$ cat src/hdl/pcpa_pkg.sv
`timescale 1ns / 1ps
// Shared types and constants for the per-CPU page free-list allocator.
// No dependencies; imported by every module of the block.

package pcpa_pkg;

    localparam int CPU_COUNT  = 8;
    localparam int PAGE_COUNT = 32768;
    localparam int PAGE_SHIFT = 12;

    localparam int CPU_W  = (CPU_COUNT > 1) ? $clog2(CPU_COUNT) : 1;
    localparam int PAGE_W = $clog2(PAGE_COUNT);
    localparam int PFN_W  = 32 - PAGE_SHIFT;

    // Stream payload layout
    localparam int S_DATA_W   = 40;
    localparam int S_CPU_LSB  = 0;
    localparam int S_ADDR_LSB = 3;
    localparam int M_DATA_W   = 40;
    localparam int M_SRC_LSB  = 32;
    localparam int M_STL_BIT  = 35;

    // Configuration port
    localparam int APB_ADDR_W = 3;
    localparam logic REG_POOL_START = 1'b0;
    localparam logic REG_POOL_END   = 1'b1;
    localparam logic [31:0] POOL_START_RST = 32'h8000_0000;
    localparam logic [31:0] POOL_END_RST   = 32'h8800_0000;

    // Opcodes and status codes
    localparam logic OP_ALLOC = 1'b0;
    localparam logic OP_FREE  = 1'b1;
    localparam logic [1:0] ST_OK    = 2'd0;
    localparam logic [1:0] ST_EMPTY = 2'd1;
    localparam logic [1:0] ST_BAD   = 2'd2;

    typedef struct packed {
        logic capture;
        logic do_free;
        logic rd_issue;
        logic do_pop;
        logic do_empty;
    } ctrl_cmd_t;

    typedef struct packed {
        logic op_free;
        logic any_valid;
        logic out_free;
    } dp_status_t;

endpackage

$ cat src/hdl/pcpa_ctrl.sv
`timescale 1ns / 1ps
// Sequencer for the page allocator: capture, execute, pop.
// Depends on pcpa_pkg for the command and status structs.

module pcpa_ctrl import pcpa_pkg::*;
(
    input  logic       clk,
    input  logic       rst_n,
    input  logic       s_axis_tvalid,
    output logic       s_axis_tready,
    input  dp_status_t dp_st,
    output ctrl_cmd_t  cmd
);

    typedef enum logic [1:0] {IDLE, EXEC, POP} state_t;

    state_t state_reg;
    state_t state_next;

    always_comb
    begin
        state_next = state_reg;
        cmd        = '0;
        unique case (state_reg)
            IDLE:
            begin
                if (s_axis_tvalid)
                begin
                    cmd.capture = 1'b1;
                    state_next  = EXEC;
                end
            end
            EXEC:
            begin
                if (dp_st.out_free)
                begin
                    if (dp_st.op_free)
                    begin
                        cmd.do_free = 1'b1;
                        state_next  = IDLE;
                    end
                    else if (dp_st.any_valid)
                    begin
                        cmd.rd_issue = 1'b1;
                        state_next   = POP;
                    end
                    else
                    begin
                        cmd.do_empty = 1'b1;
                        state_next   = IDLE;
                    end
                end
            end
            POP:
            begin
                if (dp_st.out_free)
                begin
                    cmd.do_pop = 1'b1;
                    state_next = IDLE;
                end
            end
            default:
            begin
                state_next = IDLE;
            end
        endcase
    end

    assign s_axis_tready = (state_reg == IDLE);

    always_ff @(posedge clk or negedge rst_n)
    begin
        if (!rst_n)
        begin
            state_reg <= IDLE;
        end
        else
        begin
            state_reg <= state_next;
        end
    end

endmodule

$ cat config.mk
export PLATFORM = sky130hd
export DESIGN_NAME = pcpa_ctrl
export DESIGN_NICKNAME = d
export VERILOG_FILES = /design/src/hdl/pcpa_pkg.sv /design/src/hdl/pcpa_ctrl.sv
export SDC_FILE = /design/constraint.sdc
export NUM_CORES = 1
export LEC_CHECK = 0
export BUFFER_PORTS_ARGS = -buffer_cell sky130_fd_sc_hd__buf_2
export CAP_MARGIN = 20
export CORE_AREA = 2 2 39 41
export CTS_CLUSTER_DIAMETER = 120
export DETAILED_ROUTE_END_ITERATION = 8
export DIE_AREA = 0 0 41 43
export GPL_TIMING_DRIVEN = 0
export PLACE_DENSITY = 0.3
export SETUP_SLACK_MARGIN = 0.15
export SLEW_MARGIN = 40
export SYNTH_ARGS = -nofsm -noshare
export SYNTH_HDL_FRONTEND = slang
export SYNTH_SLANG_ARGS = --single-unit
$ cat constraint.sdc
create_clock -name clk -period 2.1 [get_ports clk]
set_input_delay 0.105 -clock clk [delete_from_list [all_inputs] [get_ports clk]]
set_output_delay 0.105 -clock clk [all_outputs]
set_load 0.02 [all_outputs]
Word-level counts from Yosys, hierarchy flattened
Index checks and enable logic that the tools add are counted.
Widths: inputs -> output; s select.
{"block": "totals", "register_bits": 2, "inputBits": 6, "elab_cells": 27}
{"block": "classes", "eq_ne": 5, "n_mux": 19, "n_reduce_logical": 2}
{"op": "$mux 2", "n": 7}
{"op": "$mux 1", "n": 11}
{"op": "$ne 2x2->1 const B", "n": 3}
{"op": "$pmux 2 s3", "n": 1}
{"op": "$reduce_and 3->1", "n": 1}
{"op": "$eq 2x1->1 const B", "n": 1}
{"op": "$eq 2x2->1 const B", "n": 1}
{"op": "$logic_not 2->1", "n": 1}

Longest topological paths before layout
{"block": "logic_depth", "depth_word": 4, "mapped_depth": 2, "ltp_nobuf": 2}

Worst setup path before layout
Ideal clock, no wire load.
{"block": "synth_timing", "path_type": "register to output", "startpoint": "register state_reg[0]", "endpoint": "output cmd[4] in the netlist's numbering", "t_arrival_ns": 1.044, "t_required_ns": 1.995, "path_slack_ns": 0.951, "path_stages_with_launch": 3, "path_buffers": 0, "path_cell_list": "dfrtp_1 -> nor2_1 -> and2_1"}
{"element": "from (decl)", "line_no": "pcpa_ctrl.sv:17", "source": "state_t state_reg;"}
{"element": "from (signal assigned)", "line_no": "pcpa_ctrl.sv:79", "source": "state_reg <= state_next;"}
{"element": "to (decl)", "line_no": "pcpa_ctrl.sv:12", "source": "output ctrl_cmd_t cmd"}

==> results by group <==
Logic synthesis
  – Post-synthesis average cell area: 8.906 um^2
  – Synthesized netlist net count: 23
  – Post-Synth XOR/XNOR Area: 0
  – Post-synthesis adder-cell area fraction: 0
  – Synth warnings: 0
  – Synthesized cell area: 151.4 um^2
  – Number of distinct library cells after synthesis: 10
  – Main combinational cell family by area after synthesis: simple AND/OR/NAND/NOR gates
  – Post-synthesis mux area share: 0
  – Area leader, netlist: sky130_fd_sc_hd__dfrtp_1
  – Number of standard cells after synthesis: 17
  – Sequential share of the synthesized area: 0.3306
  – Share of synthesized flip-flops with an asynchronous set or reset: 1.000
  – Compound-Gate Fraction of Synth Area: 0.1405
  – List of most frequent post-synthesis cells: sky130_fd_sc_hd__inv_1 (3), sky130_fd_sc_hd__nor2_1 (3), sky130_fd_sc_hd__dfrtp_1 (2), sky130_fd_sc_hd__nand2b_1 (2), sky130_fd_sc_hd__nor3_1 (2)
  – Predominant post-synthesis flop cell: sky130_fd_sc_hd__dfrtp_1
  – Area share of the largest cell type after synthesis: 0.3306
  – FF+latch count, synth: 2
  – Largest cells by area after synthesis: sky130_fd_sc_hd__dfrtp_1 (33%), sky130_fd_sc_hd__nand3b_4 (13%), sky130_fd_sc_hd__o32ai_2 (11%)
  – Number of enable flip-flop cells after synthesis: 0
  – Post-synthesis share of cell area spent on and, or, nand and nor gates: 0.4545

Pwr
  – Leakage dissipation: 0.1462 nW
  – Pwr dens: 762.9 nW/um^2
  – Total power after layout: 0.1976 mW
  – Peak supply drop: 0.0002534 V

Min path
  – Type of the worst min-delay path: in2reg
  – Cell depth of the worst hold path: 2
  – Hold Crit Endpoint: state_reg[1]$_DFFE_PN0P_
  – Worst Hold Launch: dp_st[0]

Floorplan
  – I/O pin count: 12
  – Area of the core: 1384 um^2
  – Die Area: 1763 um^2
  – Height of the die: 43 um
  – Overall die width: 41 um
  – Initial standard-cell utilization of the core: 0.1094
  – Number of rows created at floorplan: 14

Setup path
  – Kind of end point of the critical path: primary output
  – WP data required: 2.00 ns
  – Type of element launching the critical path: flip-flop
  – Max Fanout on Critical Path: 4
  – Source of the worst register-to-register timing path: state_reg[1]$_DFFE_PN0P_
  – Worst reg2reg path depth: 2
  – Setup slack on the worst flop-to-flop path: 1.20 ns
  – Crit path arrival time: 1.15 ns
  – Class of the most critical setup path: reg2out
  – Reg2reg end: state_reg[1]$_DFFE_PN0P_

STA
  – Setup tns final: 0 ns
  – Worst hold slack: 0.1423 ns
  – Count of final setup violators: 0
  – Endpoints failing hold: 0
  – Maximum clock frequency: 0.7947 GHz
  – Unrepaired setup endpoints after global routing: false
  – Fin. max-slew vios: 0
  – Remaining max-slew budget at the tightest pin: 0.8680
  – Period minus WS final: 1.258 ns
  – Clock skew after layout: 0.00003016 ns
  – Final Worst Setup Slack: 0.8416 ns
  – Crit share post-route: 0.5992
  – Worst-margin pin slew: 0.1980 ns

Layout
  – Final std cell area, no fill: 259.0 um^2
  – Footprint of the multi-input gates: 90.09 um^2
  – Layout cells sized above 1: 0.5313
  – Largest register FFs: 2
  – Number of nets in the final layout: 40
  – FF+latch area: 50.05 um^2
  – Final core utilization: 0.1872
  – Number of standard cells in the layout, taps in and fillers out: 48
  – # diodes: 0
  – Count of fill cells added during filler insertion: 158
  – Area Overhead vs Synth: 71.07%

Placement
  – Final estimated routing congestion in global placement: 0.6144
  – Post-DP Area: 226.5 um^2
  – Detailed-placement wirelength estimate: 305.3 um
  – Buffers on Ports: 11
  – Placed cells: 44
  – Worst setup timing slack at the placement stage: 1.067 ns

CTS
  – Clock latency of the later-clocked register in the worst-skew pair: 0.22 ns
  – Number of clock sinks: 2
  – Number of clock buffers inserted by TritonCTS: 3
  – CTS clock-pin slew for the worst setup and hold paths: 0.03 ns
  – CTS tree: built
  – Cell at the root of the clock tree: sky130_fd_sc_hd__clkbuf_4
  – Cts repair resizes: 0
  – Maximum buffer depth of the clock tree: 2
  – H-tree Lvls: 1

Outcome
  – Outcome: complete, no violations

Global routing
  – Via count of the first global-routing pass: 167
  – Wire length of the first global-routing pass: 579 um
  – Largest net degree at the start of global routing: 6
  – Gr ovfl total: 0
  – Antenna violations before repair: 0
  – All-layer global routing usage: 0.05321

Routing
  – DRT iter0 DRCs: 0
  – Detailed-route vias per instance: 3.521
  – Total length of routed wires: 367 um
  – Router iterations before antenna repair: 1
  – Detail Route Antenna Nets: 0
  – Total via count in the routed design: 169
  – Routed len/inst: 7.646 um
  – Residual DRC count: 0

Run
  – Number of max-cap violations: 0
[timing repair]
action,in CTS,in global routing
buffers inserted,0,0
hold buffers,1,0
endpoints found under the hold margin,2,0
[routing by layer]
metal | global-route usage | part of all wire
met1 | 0.05466 | 0.41
met2 | 0.06250 | 0.38
met3 | 0.03665 | 0.21
met4 | 0.06000 | 0
met5 | 0 | 0
[worst max path at each step]
stage          cells past startpoint                startpoint     end  slack (ns)
3_5_place_dp                       3  state_reg[1]$_DFFE_PN0P_  cmd[0]        1.07
4_1_cts                            3  state_reg[1]$_DFFE_PN0P_  cmd[0]        0.82
2_1_floorplan                      2  state_reg[0]$_DFFE_PN0P_  cmd[4]        0.95
3_3_place_gp                       3  state_reg[1]$_DFFE_PN0P_  cmd[0]        1.12
6_report                           3  state_reg[1]$_DFFE_PN0P_  cmd[0]        0.84
5_1_grt                            3  state_reg[1]$_DFFE_PN0P_  cmd[2]        0.77
[critical path, stage by stage (launching register included)]
cell	delay, ns
sky130_fd_sc_hd__dfrtp_1	0.41
sky130_fd_sc_hd__nand3b_4	0.19
sky130_fd_sc_hd__nor3_1	0.14
sky130_fd_sc_hd__buf_2	0.19
[kinds of logic after synthesis]
| family | count (synthesis) |
|---|---|
| flip-flops | 2 |
| buffers and inverters | 3 |
| AO/OA/AOI/OAI | 2 |
| AND/OR/NAND/NOR | 10 |
[where the power goes]
part | internal (mW) | switching (mW) | total, mW
clock network | 0.0629 | 0.0203 | 0.0832
registers | 0.0444 | 0.00856 | 0.0530
logic | 0.0279 | 0.0334 | 0.0614
total | 0.135 | 0.0623 | 0.198
[layout by cell type, fill, tap and decap left out, types with 2 or more instances in the layout]
cell / Yosys / final
sky130_fd_sc_hd__buf_2: 0 / 11
sky130_fd_sc_hd__clkbuf_4: 0 / 3
sky130_fd_sc_hd__dfrtp_1: 2 / 2
sky130_fd_sc_hd__inv_1: 3 / 3
sky130_fd_sc_hd__nand2b_1: 2 / 2
sky130_fd_sc_hd__nor2_1: 3 / 3
sky130_fd_sc_hd__nor3_1: 2 / 2
[area by class of cell]
cell class	instances	share of cell area
well taps	16	0.07729
repair buffers	12	0.2512
inverters	3	0.04348
clock buffers	3	0.08696
multi-input cells	12	0.3478
flip-flops and latches	2	0.1932
Note: power is estimated with default switching activity, not from simulation.
